### src/rtl/gsu_pkg.sv
// Shared types and constants for the grid snap unit.
package gsu_pkg;

	// Default coordinate width (Q24.8 by default, fraction bits do not touch the math)
	localparam int COORD_WIDTH = 32;
	// Quotient / multiplier bits retired per divide-multiply stage
	localparam int STEP_BITS = 2;
	localparam int OP_WIDTH = 3;
	localparam int CFG_INDEX_WIDTH = 2;

	typedef enum logic [OP_WIDTH-1:0] {
		OP_NEAREST  = 3'd0,
		OP_DOWN     = 3'd1,
		OP_UP       = 3'd2,
		OP_INDEX    = 3'd3,
		OP_POSITION = 3'd4
	} op_t;

	typedef enum logic [1:0] {
		ST_OK   = 2'd0,
		ST_SAT  = 2'd1,
		ST_ZERO = 2'd2
	} status_t;

	typedef enum logic [CFG_INDEX_WIDTH-1:0] {
		REG_X_PITCH  = 2'd0,
		REG_X_OFFSET = 2'd1,
		REG_Y_PITCH  = 2'd2,
		REG_Y_OFFSET = 2'd3
	} cfg_reg_t;

	// Per-item control that rides along the pipeline
	typedef struct packed {
		op_t  op;
		logic pzero;  // selected pitch is zero
		logic dneg;   // coord - offset is negative
		logic ineg;   // grid index is negative
	} ctl_t;

endpackage

### src/rtl/gsu_in_if.sv
// Input item channel: valid/ready handshake with coordinate payload.
interface gsu_in_if #(
	parameter int COORD_WIDTH = gsu_pkg::COORD_WIDTH
);
	logic                              valid;
	logic                              ready;
	logic [gsu_pkg::OP_WIDTH-1:0]      operation;
	logic                              axis;
	logic signed [COORD_WIDTH-1:0]     coord;
	logic signed [COORD_WIDTH-1:0]     grid_index;

	modport source (output valid, operation, axis, coord, grid_index, input ready);
	modport sink (input valid, operation, axis, coord, grid_index, output ready);
endinterface

### src/rtl/gsu_front.sv
// Config registers, axis select, coord-offset difference and magnitudes.
module gsu_front #(
	parameter int COORD_WIDTH = gsu_pkg::COORD_WIDTH
) (
	input  logic                                clk,
	input  logic                                arst_n,
	gsu_in_if.sink                              item,
	input  logic                                cfg_write,
	input  logic [gsu_pkg::CFG_INDEX_WIDTH-1:0] cfg_index,
	input  logic [COORD_WIDTH-1:0]              cfg_data,
	output logic                                dn_valid,
	input  logic                                dn_ready,
	output gsu_pkg::ctl_t                       dn_ctl,
	output logic [COORD_WIDTH-2:0]              dn_pitch,
	output logic [COORD_WIDTH-1:0]              dn_offset,
	output logic [COORD_WIDTH-1:0]              dn_coord,
	output logic [COORD_WIDTH:0]                dn_dmag,
	output logic [COORD_WIDTH-1:0]              dn_imag
);
	localparam int W  = COORD_WIDTH;
	localparam int PW = W - 1;

	logic [PW-1:0] x_pitch_q, y_pitch_q;
	logic [W-1:0]  x_offset_q, y_offset_q;

	logic [PW-1:0] sel_pitch;
	logic [W-1:0]  sel_offset;
	logic [W:0]    diff;

	logic            v_s1, rdy_s1;
	gsu_pkg::op_t    op_s1;
	logic            pzero_s1;
	logic [PW-1:0]   pitch_s1;
	logic [W-1:0]    off_s1, c_s1, idx_s1;
	logic [W:0]      d_s1;

	logic            v_s2, rdy_s2;
	gsu_pkg::ctl_t   ctl_s2;
	logic [PW-1:0]   pitch_s2;
	logic [W-1:0]    off_s2, c_s2, imag_s2;
	logic [W:0]      dmag_s2;

	always_ff @(posedge clk or negedge arst_n) begin
		if (!arst_n) begin
			x_pitch_q  <= '0;
			x_offset_q <= '0;
			y_pitch_q  <= '0;
			y_offset_q <= '0;
		end else if (cfg_write) begin
			case (gsu_pkg::cfg_reg_t'(cfg_index))
				gsu_pkg::REG_X_PITCH:  x_pitch_q  <= cfg_data[PW-1:0];
				gsu_pkg::REG_X_OFFSET: x_offset_q <= cfg_data;
				gsu_pkg::REG_Y_PITCH:  y_pitch_q  <= cfg_data[PW-1:0];
				gsu_pkg::REG_Y_OFFSET: y_offset_q <= cfg_data;
				default: ;
			endcase
		end
	end

	assign sel_pitch  = item.axis ? y_pitch_q : x_pitch_q;
	assign sel_offset = item.axis ? y_offset_q : x_offset_q;
	assign diff       = {item.coord[W-1], item.coord} - {sel_offset[W-1], sel_offset};

	assign rdy_s1     = !v_s1 || rdy_s2;
	assign rdy_s2     = !v_s2 || dn_ready;
	assign item.ready = rdy_s1;

	// stage 1: select axis, subtract offset
	always_ff @(posedge clk or negedge arst_n) begin
		if (!arst_n) begin
			v_s1 <= 1'b0;
		end else if (rdy_s1) begin
			v_s1 <= item.valid;
		end
	end

	always_ff @(posedge clk) begin
		if (rdy_s1 && item.valid) begin
			op_s1    <= gsu_pkg::op_t'(item.operation);
			pzero_s1 <= (sel_pitch == '0);
			pitch_s1 <= sel_pitch;
			off_s1   <= sel_offset;
			c_s1     <= item.coord;
			idx_s1   <= item.grid_index;
			d_s1     <= diff;
		end
	end

	// stage 2: magnitudes for the unsigned divide and multiply
	always_ff @(posedge clk or negedge arst_n) begin
		if (!arst_n) begin
			v_s2 <= 1'b0;
		end else if (rdy_s2) begin
			v_s2 <= v_s1;
		end
	end

	always_ff @(posedge clk) begin
		if (rdy_s2 && v_s1) begin
			ctl_s2.op    <= op_s1;
			ctl_s2.pzero <= pzero_s1;
			ctl_s2.dneg  <= d_s1[W];
			ctl_s2.ineg  <= idx_s1[W-1];
			pitch_s2     <= pitch_s1;
			off_s2       <= off_s1;
			c_s2         <= c_s1;
			dmag_s2      <= d_s1[W] ? (~d_s1 + (W+1)'(1)) : d_s1;
			imag_s2      <= idx_s1[W-1] ? (~idx_s1 + W'(1)) : idx_s1;
		end
	end

	assign dn_valid  = v_s2;
	assign dn_ctl    = ctl_s2;
	assign dn_pitch  = pitch_s2;
	assign dn_offset = off_s2;
	assign dn_coord  = c_s2;
	assign dn_dmag   = dmag_s2;
	assign dn_imag   = imag_s2;

endmodule

### src/flat_wrapper.sv
// flat-port wrapper written by rule: the top's interface ports become plain ports
module gsu_front_flat 
#(
	parameter int COORD_WIDTH = gsu_pkg::COORD_WIDTH
)
  (clk, arst_n, cfg_write, cfg_index, cfg_data, dn_valid, dn_ready, dn_ctl, dn_pitch, dn_offset, dn_coord, dn_dmag, dn_imag, item_valid, item_operation, item_axis, item_coord, item_grid_index, item_ready);
  gsu_in_if #(.COORD_WIDTH(COORD_WIDTH)) item_i ();
  input  logic clk;
  input  logic arst_n;
  input  logic cfg_write;
  input  logic [gsu_pkg::CFG_INDEX_WIDTH-1:0] cfg_index;
  input  logic [COORD_WIDTH-1:0] cfg_data;
  output logic dn_valid;
  input  logic dn_ready;
  output gsu_pkg::ctl_t dn_ctl;
  output logic [COORD_WIDTH-2:0] dn_pitch;
  output logic [COORD_WIDTH-1:0] dn_offset;
  output logic [COORD_WIDTH-1:0] dn_coord;
  output logic [COORD_WIDTH:0] dn_dmag;
  output logic [COORD_WIDTH-1:0] dn_imag;
  input wire logic [$bits(item_i.valid)-1:0] item_valid;
  input wire logic [$bits(item_i.operation)-1:0] item_operation;
  input wire logic [$bits(item_i.axis)-1:0] item_axis;
  input wire logic [$bits(item_i.coord)-1:0] item_coord;
  input wire logic [$bits(item_i.grid_index)-1:0] item_grid_index;
  output wire logic [$bits(item_i.ready)-1:0] item_ready;
  assign item_i.valid = item_valid;
  assign item_i.operation = item_operation;
  assign item_i.axis = item_axis;
  assign item_i.coord = item_coord;
  assign item_i.grid_index = item_grid_index;
  assign item_ready = item_i.ready;
  gsu_front #(.COORD_WIDTH(COORD_WIDTH)) u_core (.clk(clk), .arst_n(arst_n), .item(item_i), .cfg_write(cfg_write), .cfg_index(cfg_index), .cfg_data(cfg_data), .dn_valid(dn_valid), .dn_ready(dn_ready), .dn_ctl(dn_ctl), .dn_pitch(dn_pitch), .dn_offset(dn_offset), .dn_coord(dn_coord), .dn_dmag(dn_dmag), .dn_imag(dn_imag));
endmodule
### config.mk
export PLATFORM = sky130hd
export DESIGN_NAME = gsu_front_flat
export DESIGN_NICKNAME = d
export VERILOG_FILES = /design/src/rtl/gsu_pkg.sv /design/src/rtl/gsu_in_if.sv /design/src/rtl/gsu_front.sv /design/src/flat_wrapper.sv
export SDC_FILE = /design/constraint.sdc
export NUM_CORES = 1
export LEC_CHECK = 0
export BUFFER_PORTS_ARGS = -buffer_cell sky130_fd_sc_hd__buf_2
export CORE_AREA = 2 2 196 198
export CTS_CLUSTER_SIZE = 20
export DETAILED_ROUTE_END_ITERATION = 10
export DIE_AREA = 0 0 198 200
export PLACE_DENSITY = 0.72
export SLEW_MARGIN = 40
export SYNTH_ARGS = -nofsm -noshare
export SYNTH_HDL_FRONTEND = slang
export SYNTH_SLANG_ARGS = --single-unit
export TNS_END_PERCENT = 50
### constraint.sdc
create_clock -name clk -period 4.78 [get_ports clk]
set_input_delay 0.478 -clock clk [delete_from_list [all_inputs] [get_ports clk]]
set_output_delay 0.478 -clock clk [all_outputs]
set_load 0.05 [all_outputs]
==> impl_metrics.csv <==
group,metric,value,unit
status,status,"complete, no violations",
clock_tree,cts_max_level,2,
synth,synthAdderAreaFrac,0.0240,
route,dr.pass1.iters,5,
global_route,track_usage,0.196,
route,drc,0,
synth,syn-cell-area,0.0186,mm^2
synth,synthesis.nets,1305,
critical_path,worstPathRequired,5100,ps
cells_and_area,synthToLayoutAreaGrowth,19.9,%
clock_tree,cts_buffer_depth,3,
floorplan,io_pins,275,
hold_path,min_path_type,"input port to register",
floorplan,die_y,200,um
synth,synth_compound_area_frac,0.0532,
route,vias,10500,
synth,async_flop_share,0.279,
synth,ys_types,57,
sta,max_freq,0.318,GHz
clock_tree,cts_buffers,48,
synth,syn_area_per_cell,16.0,um^2
placement,place_hpwl,27200,um
route,antenna_left,0,
global_route,grt_pass1_vias,10600,
critical_path,cp.arrival,3460,ps
clock_tree,clk_latency,580,ps
route,drt-total-wl,38800,um
floorplan,core_area,0.0374,mm^2
placement,postPlaceCellArea,0.0206,mm^2
global_route,gr-total-overflow,0,
floorplan,die_w,198,um
synth,synthSimpleGateAreaFrac,0.0450,
power_and_ir_drop,leakagePower,8.79,nW
cells_and_area,nets,1607,
clock_tree,cts_tree,"built",
power_and_ir_drop,power.density_cell_area,509,mW/mm^2
placement,dp_slack,1150,ps
synth,ys_seq_area_frac,0.707,
placement,place_congestion,0.837,
critical_path,cp-start-kind,"register",
sta,setup_ws,1640,ps
placement,numPortBuffers,274,
route,wl_met3,2260,um
global_route,grt_pass1_wl,59100,um
floorplan,die_area,0.0396,mm^2
route,met2_length,18500,um
synth,synthXorXnorAreaFrac,0.0411,
route,dr.first_iter.drc_count,586,
power_and_ir_drop,peakVddDrop,347,uV
synth,syn_inst,1163,
sta,fin_worst_skew,23.1,ps
floorplan,rows,71,
critical_path,worstPathMaxFanout,4,
sta,rsz0062_at_grt,"false",
route,top_layer,"met5",
sta,tightest_slew,799,ps
clock_tree,cts-root-buf,"clkbuf_16",
cells_and_area,finish.instance_area,0.0222,mm^2
sta,slew_headroom,0.468,
synth,synth_top_family_by_area,"multiplexers",
sta,finalMaxSlewViolations,0,
sta,hold_violations,0,
cells_and_area,drive_above_1_share,0.354,
sta,setup_viol,0,
route,wl_met1,17000,um
synth,muxShareOfSynthArea,0.113,
global_route,grt_max_degree,110,
floorplan,initial_core_util,0.496,
clock_tree,cts.sinks,458,
synth,synth-edff-count,330,
clock_tree,clk_pin_slew_worst_paths,60,ps
sta,finalCriticalPeriod,3140,ps
global_route,antenna_found_initial,5,
synth,synth_ff_type,"edfxtp_1",
cells_and_area,nFillCells,2885,
synth,synth.ff_latch_count,458,
clock_tree,postCtsSetupBuffers,0,
critical_path,endpoint_kind,"register",
synth,ys.warnings.count,0,
sta,hold_slack,84.6,ps
critical_path,critPathKind,"register to register",
job,drv_cap,0,
sta,fin_setup_tns,0,ps
route,viasPerCell,5.20,
route,wl_per_cell,19.2,um
sta,finalCritPeriodShare,0.657,
[sequential cells by signal, summed over array words and instances (netlist names)]
register and count:
u_core.dn_dmag 33, u_core.idx_s1 32, u_core.off_s1 32, u_core.dn_coord 32, u_core.dn_pitch 31, u_core.x_pitch_q 31, u_core.pitch_s1 31, u_core.x_offset_q 32
u_core.d_s1 33, u_core.dn_offset 32, u_core.pzero_s1 1, u_core.y_pitch_q 31, u_core.c_s1 32, u_core.dn_ctl 6, u_core.dn_imag 32, u_core.op_s1 3
u_core.dn_valid 1, u_core.v_s1 1, u_core.y_offset_q 32
[area by class of cell]
type                            count  area [um^2]  area share
Antenna cell                        2         5.00    0.000225
Clock buffer                       62         1310      0.0587
Clock inverter                     27          313      0.0141
Inverter                           48          180     0.00810
Multi-Input combinational cell    619         5130       0.231
Sequential cell                   458        13100       0.589
Tap cell                          511          639      0.0287
Timing Repair Buffer              290         1560      0.0701
[layer usage]
layer / GRT usage / up-vias
met2: 0.321 / 283
li1: - / 4960
met4: 0.0716 / 6
met3: 0.0442 / 70
met1: 0.259 / 5176
met5: 0 / -
[through the flow]
| stage | util | total power, mW | instances |
|---|---|---|---|
| 6_report | 0.595 | 11.3 | 2017 |
| 5_1_grt | 0.595 | 11.8 | 2015 |
| 4_1_cts | 0.595 | 11.4 | 2015 |
| 3_5_place_dp | 0.551 | 7.64 | 1925 |
| 3_3_place_gp | 0.550 | 7.57 | 1922 |
| 2_1_floorplan | - | 7.00 | 1163 |
[Yosys cell counts (8+ instances only)]
cell	number	share of area
o31ai_1	18	0.0073
edfxtp_1	330	0.53
xnor2_1	76	0.036
dfrtp_1	128	0.17
xor2_1	11	0.0052
o21a_1	9	0.0036
nand2_1	54	0.011
or3_1	10	0.0034
nor4_1	11	0.0037
mux2i_1	31	0.017
mux2_2	158	0.096
inv_1	48	0.0097
ha_1	34	0.023
o21ai_0	36	0.0097
a21o_1	9	0.0036
nand2b_1	8	0.0027
nor2_1	28	0.0057
a21oi_1	35	0.0094
clkbuf_1	31	0.0063
nand4_1	8	0.0027
[placed cells by master, fill, tap and decap left out, drive strengths merged, types with 3 or more instances in the layout]
cell type and instances:
buf 289, mux2i 31, xor2 11, bufinv 6, a221o 3, a211oi 6, nand3 8, clkinv 17
and2 5, ha 34, nor2b 3, nor2 28, clkbuf 62, xnor2 76, o211ai 3, o21bai 5
inv 50, o21a 9, or4 6, nand2 54, or3 13, o41ai 7, dfrtp 128, nand2b 8
nor4 11, edfxtp 330, a21o 9, o21ai 37, nand4 8, nand3b 3, a21oi 35, nor3 7
mux2 158, o31ai 18
[power breakdown]
group	total (mW)	switching (mW)	internal [mW]	leakage, nW
Clock	3.77	1.51	2.26	0.787
Sequential	5.27	0.262	5.01	4.69
Combinational	2.29	1.50	0.794	3.32
Total	11.3	3.27	8.06	8.79
[kinds of logic (layout without fill, tap and decap cells)]
group	after synthesis	in the layout
compound gates	148	148
other cells	0	2
xor+xnor	87	87
flops	458	458
mux	189	189
fa+ha+maj	35	35
buf+inv	86	427
simple gates	160	160
[timing repair]
item,4_1_cts,5_1_grt
hold buffers,1,0
gates resized for setup,0,0
endpoints found under the hold margin,3,0
[path summary, 6_finish.rpt]
path	startpoint	end	slack (ps)	cells after the start
max	u_core.y_offset_q[0]	u_core.d_s1[32]	1640	9
min	item_operation[0]	u_core.op_s1[0]	80	1
max reg2reg	u_core.y_offset_q[0]	u_core.d_s1[32]	1640	9
min reg2reg	u_core.off_s1[9]	u_core.dn_offset[9]	420	0
max in group asynchronous	arst_n	u_core.x_offset_q[12]	3660	3
min in group asynchronous	arst_n	u_core.dn_valid	250	2
[critical path: stages, from the launching register on]
cell and delay [ps]:
dfrtp_1 370, mux2_2 280, ha_1 210, fa_1 400
nand2b_1 190, a21o_1 190, o21ai_0 400, a41o_1 350
a311oi_1 160, a221o_1 340
(Power assumes the default switching activity.)
