[config.mk]
export PLATFORM = sky130hd
export DESIGN_NAME = gsu_back_flat
export DESIGN_NICKNAME = d
export VERILOG_FILES = /design/src/rtl/gsu_pkg.sv /design/src/rtl/gsu_out_if.sv /design/src/rtl/gsu_back.sv /design/src/flat_wrapper.sv
export SDC_FILE = /design/constraint.sdc
export NUM_CORES = 1
export LEC_CHECK = 0
export ABC_CLOCK_PERIOD_IN_PS = 8300
export BUFFER_PORTS_ARGS = -buffer_cell sky130_fd_sc_hd__buf_2
export CAP_MARGIN = 20
export CORE_MARGIN = 2
export CORE_UTILIZATION = 47
export DETAILED_ROUTE_END_ITERATION = 6
export GPL_TIMING_DRIVEN = 1
export PLACE_DENSITY = 0.64
export SETUP_SLACK_MARGIN = 0.05
export SYNTH_ARGS = -nofsm -noshare
export SYNTH_HDL_FRONTEND = slang
export SYNTH_SLANG_ARGS = --single-unit
[constraint.sdc]
create_clock -name clk -period 8.3 [get_ports clk]
set_clock_uncertainty 0.2 [all_clocks]
set_input_delay 1.66 -clock clk [delete_from_list [all_inputs] [get_ports clk]]
set_output_delay 1.66 -clock clk [all_outputs]
set_load 0.02 [all_outputs]
[src/rtl/gsu_pkg.sv]
// Shared types and constants for the grid snap unit.
package gsu_pkg;

	// Default coordinate width (Q24.8 by default, fraction bits do not touch the math)
	localparam int COORD_WIDTH = 32;
	// Quotient / multiplier bits retired per divide-multiply stage
	localparam int STEP_BITS = 2;
	localparam int OP_WIDTH = 3;
	localparam int CFG_INDEX_WIDTH = 2;

	typedef enum logic [OP_WIDTH-1:0] {
		OP_NEAREST  = 3'd0,
		OP_DOWN     = 3'd1,
		OP_UP       = 3'd2,
		OP_INDEX    = 3'd3,
		OP_POSITION = 3'd4
	} op_t;

	typedef enum logic [1:0] {
		ST_OK   = 2'd0,
		ST_SAT  = 2'd1,
		ST_ZERO = 2'd2
	} status_t;

	typedef enum logic [CFG_INDEX_WIDTH-1:0] {
		REG_X_PITCH  = 2'd0,
		REG_X_OFFSET = 2'd1,
		REG_Y_PITCH  = 2'd2,
		REG_Y_OFFSET = 2'd3
	} cfg_reg_t;

	// Per-item control that rides along the pipeline
	typedef struct packed {
		op_t  op;
		logic pzero;  // selected pitch is zero
		logic dneg;   // coord - offset is negative
		logic ineg;   // grid index is negative
	} ctl_t;

endpackage

[src/rtl/gsu_out_if.sv]
// Result channel: valid/ready handshake with snapped value and status.
interface gsu_out_if #(
	parameter int COORD_WIDTH = gsu_pkg::COORD_WIDTH
);
	logic                          valid;
	logic                          ready;
	logic signed [COORD_WIDTH-1:0] value;
	gsu_pkg::status_t              status;

	modport source (output valid, value, status, input ready);
	modport sink (input valid, value, status, output ready);
endinterface

[src/rtl/gsu_back.sv]
// Floor fixup, snap candidates, operation select, saturation and output register.
module gsu_back #(
	parameter int COORD_WIDTH = gsu_pkg::COORD_WIDTH
) (
	input  logic                                            clk,
	input  logic                                            arst_n,
	input  logic                                            up_valid,
	output logic                                            up_ready,
	input  gsu_pkg::ctl_t                                   up_ctl,
	input  logic [COORD_WIDTH-2:0]                          up_pitch,
	input  logic [COORD_WIDTH-1:0]                          up_offset,
	input  logic [COORD_WIDTH-1:0]                          up_coord,
	input  logic [COORD_WIDTH-2:0]                          up_rem,
	input  logic [((COORD_WIDTH+gsu_pkg::STEP_BITS)/gsu_pkg::STEP_BITS)
	              *gsu_pkg::STEP_BITS-1:0]                  up_dq,
	input  logic [2*COORD_WIDTH-2:0]                        up_acc,
	gsu_out_if.source                                       result
);
	localparam int W  = COORD_WIDTH;
	localparam int PW = W - 1;
	localparam int RW = W + 2;
	localparam int AW = 2 * W - 1;
	localparam logic [AW-1:0] PROD_LIM = {{(AW-W-1){1'b0}}, 1'b1, {W{1'b0}}};
	localparam logic [W-1:0]  SAT_MIN  = {1'b1, {(W-1){1'b0}}};
	localparam logic [W-1:0]  SAT_MAX  = {1'b0, {(W-1){1'b1}}};

	// stage 1 inputs
	logic [W:0]    qa;
	logic [RW-1:0] qx;
	logic          ra_nz;

	logic          v_s1, rdy_s1;
	gsu_pkg::ctl_t ctl_s1;
	logic [PW-1:0] pitch_s1, r_s1;
	logic [W-1:0]  off_s1, c_s1;
	logic [RW-1:0] q_s1, sp_s1;
	logic          big_s1;

	logic          v_s2, rdy_s2;
	gsu_pkg::ctl_t ctl_s2;
	logic [W-1:0]  off_s2, c_s2;
	logic [RW-1:0] q_s2, pos_s2, down_s2;
	logic [PW-1:0] pmr_s2;
	logic          rnz_s2, near_up_s2, big_s2;

	logic [RW-1:0] cx_s2, up_val, raw;
	logic          fits;
	logic [W-1:0]  value_n;
	gsu_pkg::status_t status_n;

	logic             out_v_q, rdy_o;
	logic [W-1:0]     value_q;
	gsu_pkg::status_t status_q;

	assign rdy_o    = !out_v_q || result.ready;
	assign rdy_s2   = !v_s2 || rdy_o;
	assign rdy_s1   = !v_s1 || rdy_s2;
	assign up_ready = rdy_s1;

	// stage 1: turn the magnitude quotient into floor quotient and remainder in [0, p)
	assign qa    = up_dq[W:0];
	assign qx    = RW'(qa);
	assign ra_nz = |up_rem;

	always_ff @(posedge clk or negedge arst_n) begin
		if (!arst_n) begin
			v_s1 <= 1'b0;
		end else if (rdy_s1) begin
			v_s1 <= up_valid;
		end
	end

	always_ff @(posedge clk) begin
		if (rdy_s1 && up_valid) begin
			ctl_s1   <= up_ctl;
			pitch_s1 <= up_pitch;
			off_s1   <= up_offset;
			c_s1     <= up_coord;
			if (up_ctl.dneg) begin
				q_s1 <= ra_nz ? ~qx : (~qx + RW'(1));
				r_s1 <= ra_nz ? (up_pitch - up_rem) : up_rem;
			end else begin
				q_s1 <= qx;
				r_s1 <= up_rem;
			end
			big_s1 <= (up_acc > PROD_LIM);
			sp_s1  <= up_ctl.ineg ? (~up_acc[RW-1:0] + RW'(1)) : up_acc[RW-1:0];
		end
	end

	// stage 2: down candidate, p - r, tie test and position sum
	always_ff @(posedge clk or negedge arst_n) begin
		if (!arst_n) begin
			v_s2 <= 1'b0;
		end else if (rdy_s2) begin
			v_s2 <= v_s1;
		end
	end

	always_ff @(posedge clk) begin
		if (rdy_s2 && v_s1) begin
			ctl_s2     <= ctl_s1;
			off_s2     <= off_s1;
			c_s2       <= c_s1;
			q_s2       <= q_s1;
			big_s2     <= big_s1;
			down_s2    <= {{2{c_s1[W-1]}}, c_s1} - RW'(r_s1);
			pmr_s2     <= pitch_s1 - r_s1;
			rnz_s2     <= |r_s1;
			// p - r < r  <=>  2r > p
			near_up_s2 <= ({r_s1, 1'b0} > {1'b0, pitch_s1});
			pos_s2     <= sp_s1 + {{2{off_s1[W-1]}}, off_s1};
		end
	end

	// stage 3: pick by operation, clamp to the coordinate range
	assign cx_s2 = {{2{c_s2[W-1]}}, c_s2};

	always_comb begin
		up_val = rnz_s2 ? (cx_s2 + RW'(pmr_s2)) : cx_s2;
		case (ctl_s2.op)
			gsu_pkg::OP_NEAREST:  raw = near_up_s2 ? up_val : down_s2;
			gsu_pkg::OP_DOWN:     raw = down_s2;
			gsu_pkg::OP_UP:       raw = up_val;
			gsu_pkg::OP_INDEX:    raw = q_s2;
			gsu_pkg::OP_POSITION: raw = pos_s2;
			default:              raw = cx_s2;
		endcase
		fits     = (&raw[RW-1:W-1]) || !(|raw[RW-1:W-1]);
		value_n  = fits ? raw[W-1:0] : (raw[RW-1] ? SAT_MIN : SAT_MAX);
		status_n = fits ? gsu_pkg::ST_OK : gsu_pkg::ST_SAT;
		if (ctl_s2.op inside {gsu_pkg::OP_NEAREST, gsu_pkg::OP_DOWN, gsu_pkg::OP_UP,
		                      gsu_pkg::OP_INDEX}) begin
			if (ctl_s2.pzero) begin
				value_n  = (ctl_s2.op == gsu_pkg::OP_INDEX) ? '0 : c_s2;
				status_n = gsu_pkg::ST_ZERO;
			end
		end else if (ctl_s2.op == gsu_pkg::OP_POSITION) begin
			if (ctl_s2.pzero) begin
				value_n  = off_s2;
				status_n = gsu_pkg::ST_ZERO;
			end else if (big_s2) begin
				value_n  = ctl_s2.ineg ? SAT_MIN : SAT_MAX;
				status_n = gsu_pkg::ST_SAT;
			end
		end else begin
			value_n  = c_s2;
			status_n = gsu_pkg::ST_OK;
		end
	end

	always_ff @(posedge clk or negedge arst_n) begin
		if (!arst_n) begin
			out_v_q <= 1'b0;
		end else if (rdy_o) begin
			out_v_q <= v_s2;
		end
	end

	always_ff @(posedge clk) begin
		if (rdy_o && v_s2) begin
			value_q  <= value_n;
			status_q <= status_n;
		end
	end

	assign result.valid  = out_v_q;
	assign result.value  = value_q;
	assign result.status = status_q;

endmodule

[src/flat_wrapper.sv]
// flat-port wrapper written by rule: the top's interface ports become plain ports
module gsu_back_flat 
#(
	parameter int COORD_WIDTH = gsu_pkg::COORD_WIDTH
)
  (clk, arst_n, up_valid, up_ready, up_ctl, up_pitch, up_offset, up_coord, up_rem, up_dq, up_acc, result_valid, result_value, result_status, result_ready);
  gsu_out_if #(.COORD_WIDTH(COORD_WIDTH)) result_i ();
  input  logic clk;
  input  logic arst_n;
  input  logic up_valid;
  output logic up_ready;
  input  gsu_pkg::ctl_t up_ctl;
  input  logic [COORD_WIDTH-2:0] up_pitch;
  input  logic [COORD_WIDTH-1:0] up_offset;
  input  logic [COORD_WIDTH-1:0] up_coord;
  input  logic [COORD_WIDTH-2:0] up_rem;
  input  logic [((COORD_WIDTH+gsu_pkg::STEP_BITS)/gsu_pkg::STEP_BITS)
	              *gsu_pkg::STEP_BITS-1:0] up_dq;
  input  logic [2*COORD_WIDTH-2:0] up_acc;
  output wire logic [$bits(result_i.valid)-1:0] result_valid;
  output wire logic [$bits(result_i.value)-1:0] result_value;
  output wire logic [$bits(result_i.status)-1:0] result_status;
  input wire logic [$bits(result_i.ready)-1:0] result_ready;
  assign result_valid = result_i.valid;
  assign result_value = result_i.value;
  assign result_status = result_i.status;
  assign result_i.ready = result_ready;
  gsu_back #(.COORD_WIDTH(COORD_WIDTH)) u_core (.clk(clk), .arst_n(arst_n), .up_valid(up_valid), .up_ready(up_ready), .up_ctl(up_ctl), .up_pitch(up_pitch), .up_offset(up_offset), .up_coord(up_coord), .up_rem(up_rem), .up_dq(up_dq), .up_acc(up_acc), .result(result_i));
endmodule
==> flow_summary.ini, run 1 <==
[global_route]
grt_use_total_pct = 24.0
grt-ovfl-total = 0
grt_antenna_before_repair = 2
grt_start_max_net_pins = 81
grt_pass1_wl_um = 104000
first_global_vias = 18431

[run]
drv_cap = 0

[die]
ioPinCount = 269
core-area_mm2 = 0.0538
initial_core_util_pct = 47.5
die_y_um = 237
dieWidth_um = 237
rows = 85
die-area_mm2 = 0.0562

[clock_tree]
clockBufferDepth = 3
worstSkewPairLatency_ns = 0.60
htreeDepth = 2
cts_tree = yes
cts_buffers = 50
cts_hold_buf = 0
clkTransAtPathRegs_ns = 0.06
root_buffer = clkbuf_16
ctsResizeCount = 0
cts.sinks = 441
post-cts-setup-buffer-count = 0

[route]
drtAntennaViolNets = 0
num_vias = 19175
wl_per_cell_um = 21.2
drtPass1Iterations = 7
routed_wirelength_um = 69200
drt_iter0_drc = 1721
remaining_drc_errors = 0
avgViaCountPerCell = 5.88

[timing]
max_freq_mhz = 200
slew-limit-headroom_pct = 25.3
period_minus_slack_ns = 5.00
setup_viol_count_final = 0
drv_slew = 0
timing.final.crit_share_pct = 60.2
fin_setup_tns_ns = 0
fin_ws_ns = 3.30
rsz0062_at_grt = false
hold_viol = 0
tightestPinTransition_ns = 1.12

[setup_path]
crit_family = simple AND/OR/NAND/NOR gates
r2r_start = u_core.c_s2[0]
worst-setup-path-type = primary input to register
crit_chain = buf_2 > nor4_1 > nand4_1 > nor3_1 > nand2b_1 > nor2_1 > nand2_1 > or2_2 > nand2b_1 > nand2b_1 > o41ai_1 > xnor2_1
timing.critical_path.to_type = register
slowest_delay_ns = 0.58
timing.rr.end = u_core.result.value[7]
crit_top_cell = nand2b_1
path_buf_inv = 1
worst_path_max_delay_cell = nor4_1
crit_required_ns = 8.44
r2r_slack_ns = 3.58
rr_worst_depth = 13
arrival_ns = 5.14
crit_path_max_fanout = 4
start_kind = primary input

[synthesis]
dominantRegCellSynth = edfxtp_1
synthCells = 2261
async_flop_share_pct = 0.680
synth_common_cells = 438 x edfxtp_1, 187 x ha_1, 162 x nand2_1
ys_ff_latch = 441
synth_area_leader_cell = edfxtp_1
yosysTopAreaCellShare_pct = 51.5
yosysSeqAreaShare_pct = 51.8
synthTopCellsByArea = edfxtp_1 51%, ha_1 9.2%, xnor2_1 5.2%
synth_edf_count = 438
ys_types = 77
syn_nets = 2686
synth_area_mm2 = 0.0256
yosysWarnings = 0
postSynthAreaPerCell_um2 = 11.3
yosysMostFrequentCell = edfxtp_1

[pwr]
pwr_density_cell_mw_per_mm2 = 230
p_leak_nw = 11.7
irDropWorstVdd_uv = 167

[hold_path]
worstHoldPathCells = 0
hold_start = u_core.q_s1[22]
hold_path_end = u_core.q_s2[22]
hp-class = register to register

[place]
hpwl_um = 53000
post_dp_cell_area_mm2 = 0.0276
gp_congestion = 0.915
port_buffers = 267
pre_cts_slack_ns = 2.83

[finish]
drive_above_1_share_pct = 14.9
final_area_mm2 = 0.0292
n_antenna_cell = 0
syn_to_final_growth_pct = 14.4
nNetsFinal = 2955

[status]
status = completed
## how the worst max path moves through the flow
stage,start,endpoint,slack (ns),cells past startpoint
floorplan,result_ready,u_core.big_s1,0.98,3
finish,up_rem[29],u_core.q_s1[31],3.30,12
CTS,u_core.c_s2[0],u_core.result.value[12],3.38,13
global route,up_rem[29],u_core.q_s1[31],3.17,12
detailed placement,up_rem[29],u_core.q_s1[31],2.83,12
global placement,up_rem[29],u_core.q_s1[31],2.81,12
## worst register-to-register path: stages, from the launching register on
cell	delay, ns
edfxtp_1	0.44
ha_1	0.25
fa_1	0.44
a211o_1	0.35
a21oi_1	0.21
o32ai_1	0.19
o21ai_1	0.33
o21ai_1	0.24
a31oi_1	0.38
or2_2	0.21
nor3b_2	0.05
buf_4	0.23
nor2_1	0.59
nand3_1	0.28
## sequential cells by signal, summed over array words and instances (netlist names), 32 cells and up
register / count
u_core.pos_s2: 34
u_core.c_s1: 32
u_core.q_s2: 34
u_core.off_s2: 32
u_core.down_s2: 33
u_core.result.value: 32
u_core.c_s2: 32
u_core.off_s1: 32
u_core.q_s1: 34
u_core.sp_s1: 34
## per-stage QoR
stage	cells	hold WS (ns)	total power, mW	utilization [%]
global route	3263	0.222	7.03	54.3
finish	3263	0.216	6.71	54.3
global placement	3171	0.202	4.64	51.3
floorplan	2261	0.200	4.16	-
detailed placement	3171	0.205	4.68	51.3
CTS	3260	0.218	6.76	54.2
## cell usage in the layout, fill, tap and decap left out, types with 11 or more instances in the layout
| master | count |
|---|---|
| and2_1 | 11 |
| nor4_1 | 24 |
| nor2_1 | 119 |
| edfxtp_1 | 438 |
| inv_1 | 132 |
| a21oi_1 | 147 |
| buf_4 | 13 |
| xor2_1 | 43 |
| a22oi_1 | 13 |
| xnor2_1 | 152 |
| a22o_1 | 24 |
| a221o_1 | 13 |
| nand4_1 | 21 |
| o211ai_1 | 26 |
| or3_1 | 15 |
| nor2b_1 | 23 |
| and3_1 | 18 |
| o31ai_1 | 27 |
| o21a_1 | 29 |
| a222oi_1 | 31 |
| a31oi_1 | 15 |
| a211oi_1 | 21 |
| buf_2 | 267 |
| o21ai_0 | 149 |
| clkbuf_16 | 51 |
| nor3_1 | 29 |
| a221oi_1 | 24 |
| a211o_1 | 16 |
| a21o_1 | 78 |
| nand2_1 | 162 |
| nand2b_1 | 35 |
| nand3_1 | 33 |
| ha_1 | 187 |
| clkinv_1 | 13 |
## where the power goes
group / switching, mW / internal [mW] / leakage (nW)
combinational: 0.984 / 0.674 / 6.75
sequential: 0.172 / 2.82 / 4.26
clock: 0.905 / 1.16 / 0.716
## cells by family (layout without fill, tap and decap cells)
| kind of cell | after synthesis | after routing | share of synthesized area [%] |
|---|---|---|---|
| muxes | 11 | 11 | 0.441 |
| AOI/OAI and AO/OA | 688 | 688 | 18.3 |
| buffers and inverters | 198 | 504 | 2.93 |
| and+or+nand+nor | 536 | 536 | 10.3 |
| DFF | 441 | 441 | 51.8 |
| xor gates and xnor gates | 195 | 195 | 6.68 |
| adders and majority gates | 192 | 192 | 9.55 |
## metal layers
metal / global-route usage [%] / up-vias / routed length, um
met2: 41.7 / 538 / 34400
met1: 31.4 / 9312 / 29500
li1: - / 9221 / -
met3: 3.18 / 104 / 3440
met5: 0 / - / 0
met4: 7.43 / 0 / 1830
## area by class of cell
class / instances / area, um2
clock inverters: 31 / 213
clock buffers: 58 / 1300
repair buffers: 283 / 1510
fillers: 4731 / 24600
well taps: 696 / 871
flip-flops and latches: 441 / 13200
multi-input cells: 1622 / 11600
inverters: 132 / 495
(Power assumes the default switching activity.)
==> inputs of run 2 (changes only) <==
--- a/config.mk
+++ b/config.mk
@@ -5,14 +5,14 @@
 export SDC_FILE = /design/constraint.sdc
 export NUM_CORES = 1
 export LEC_CHECK = 0
-export ABC_CLOCK_PERIOD_IN_PS = 8300
+export ABC_CLOCK_PERIOD_IN_PS = 4600
 export BUFFER_PORTS_ARGS = -buffer_cell sky130_fd_sc_hd__buf_2
 export CAP_MARGIN = 20
 export CORE_MARGIN = 2
 export CORE_UTILIZATION = 47
 export DETAILED_ROUTE_END_ITERATION = 6
 export GPL_TIMING_DRIVEN = 1
-export PLACE_DENSITY = 0.64
+export PLACE_DENSITY = 0.67
 export SETUP_SLACK_MARGIN = 0.05
 export SYNTH_ARGS = -nofsm -noshare
 export SYNTH_HDL_FRONTEND = slang
==> constraint.sdc (replaced) <==
create_clock -name clk -period 4.6 [get_ports clk]
set_clock_uncertainty 0.2 [all_clocks]
set_input_delay 0.92 -clock clk [delete_from_list [all_inputs] [get_ports clk]]
set_output_delay 0.92 -clock clk [all_outputs]
set_load 0.02 [all_outputs]
==> flow_summary.ini, run 2 (synthesis results as in run 1) <==
[timing]
tightestPinTransition_ns = 0.950
drv_slew = 0
timing.final.crit_share_pct = 95.0
fin_setup_tns_ns = 0
max_freq_mhz = 229
setup_viol_count_final = 0
hold_viol = 0
rsz0062_at_grt = false
period_minus_slack_ns = 4.37
fin_ws_ns = 0.228
slew-limit-headroom_pct = 36.7

[setup_path]
crit_required_ns = 4.74
path_buf_inv = 0
rr_worst_depth = 13
arrival_ns = 4.51
crit_chain = ha_1 > fa_1 > a211o_1 > a21oi_1 > o32ai_1 > o21a_1 > o21ai_0 > nand2b_1 > a221oi_1 > o41ai_1 > xnor2_1 > o211ai_1 > a211o_1
slowest_delay_ns = 0.56
crit_path_max_fanout = 3
timing.critical_path.to_type = register
worst-setup-path-type = register to register
crit_family = compound AO/OA/AOI/OAI gates
path_depth = 13
worst_path_max_delay_cell = a221oi_1
start_kind = register
crit_top_cell = a211o_1

[status]
status = completed

[die]
core-area_mm2 = 0.0538
dieWidth_um = 237
ioPinCount = 269
die-area_mm2 = 0.0562
initial_core_util_pct = 47.5
die_y_um = 237
rows = 85

[hold_path]
worstHoldPathCells = 0
hp-class = register to register

[place]
gp_congestion = 0.903
hpwl_um = 54000
pre_cts_slack_ns = 0.251
port_buffers = 267
place_inst = 3200

[finish]
fin_util_pct = 54.6
fin_cells = 3290
syn_to_final_growth_pct = 15.0
nNetsFinal = 2982
mostFrequentLayoutCells = 438 x edfxtp_1, 267 x buf_2, 187 x ha_1, 162 x nand2_1, 152 x xnor2_1
final_common_cell = edfxtp_1
drive_above_1_share_pct = 15.9
fillCellCount = 4702

[route]
wl_per_cell_um = 21.4
drtAntennaViolNets = 0
drtPass1Iterations = 7
remaining_drc_errors = 0
drt_iter0_drc = 1708
routed_wirelength_um = 70400
avgViaCountPerCell = 5.90
num_vias = 19410

[clock_tree]
worstSkewPairLatency_ns = 0.59
cts.sinks = 441
clockBufferDepth = 3
cts_buffers = 49
post-cts-setup-buffer-count = 0
cts_tree = yes
clkTransAtPathRegs_ns = 0.06
root_buffer = clkbuf_16
htreeDepth = 2

[global_route]
grt-ovfl-total = 0
grt_antenna_before_repair = 2
first_global_vias = 18774
grt_use_total_pct = 24.6
grt_pass1_wl_um = 106000
grt_start_max_net_pins = 79

[pwr]
pwr_density_cell_mw_per_mm2 = 411
p_leak_nw = 11.9
irDropWorstVdd_uv = 315

[run]
drv_cap = 0
run 2: final timing paths:
| kind | from | slack [ns] | endpoint |
|---|---|---|---|
| worst min register to register | u_core.q_s1[0] | 0.22 | u_core.q_s2[0] |
| worst max register to register | u_core.c_s2[0] | 0.23 | u_core.result.value[30] |
| worst min-delay path | u_core.q_s1[0] | 0.22 | u_core.q_s2[0] |
| min in group asynchronous | arst_n | 0.45 | u_core.result.valid |
| worst max-delay path | u_core.c_s2[0] | 0.23 | u_core.result.value[30] |
| max in group asynchronous | arst_n | 3.63 | u_core.v_s2 |
run 2: timing repair:
item | CTS | global route
resized for setup | 0 | 2
hold buffers | 1 | 0
endpoints found under the setup margin | 0 | 3
hold endpoints to repair | 3 | 0
run 2: power by group:
| part | switching [mW] | total (mW) | internal [mW] |
|---|---|---|---|
| Sequential | 0.323 | 5.41 | 5.08 |
| Combinational | 1.78 | 3.03 | 1.24 |
| Clock | 1.62 | 3.63 | 2.02 |
run 2: stage by stage:
step / area, um2 / hold slack [ns] / total power [mW]
after floorplan: 25600 / 0.200 / 7.47
after global placement: 27900 / 0.201 / 8.42
after detailed placement: 27900 / 0.205 / 8.48
after CTS: 29400 / 0.216 / 12.1
after global routing: 29400 / 0.220 / 12.6
final: 29400 / 0.217 / 12.1
run 2: final cells by class:
| class | instances | area [um2] | area share (%) |
|---|---|---|---|
| sequential | 441 | 13200 | 45.0 |
| multi-input combinational | 1622 | 11600 | 39.5 |
| tap | 696 | 871 | 2.96 |
| clock inverter | 30 | 210 | 0.715 |
| antenna | 1 | 2.50 | 0.00851 |
| inverter | 132 | 495 | 1.69 |
| clock buffer | 57 | 1260 | 4.27 |
| timing repair buffer | 311 | 1720 | 5.85 |
run 2: per-layer routing:
metal | wire [um] | vias to the layer above | global-route usage (%)
met5 | 0 | - | 0
met4 | 2090 | 0 | 8.20
met3 | 3600 | 118 | 2.51
met2 | 34700 | 624 | 42.2
met1 | 30000 | 9403 | 32.7
li1 | - | 9265 | -
run 2: worst register-to-register path: cells and delay by family, from the launching register on:
| family | cells | cell delay, ns |
|---|---|---|
| flops | 1 | 0.46 |
| xor+xnor | 1 | 0.24 |
| compound gates | 9 | 2.36 |
| fa+ha+maj | 2 | 0.70 |
| simple gates | 1 | 0.16 |
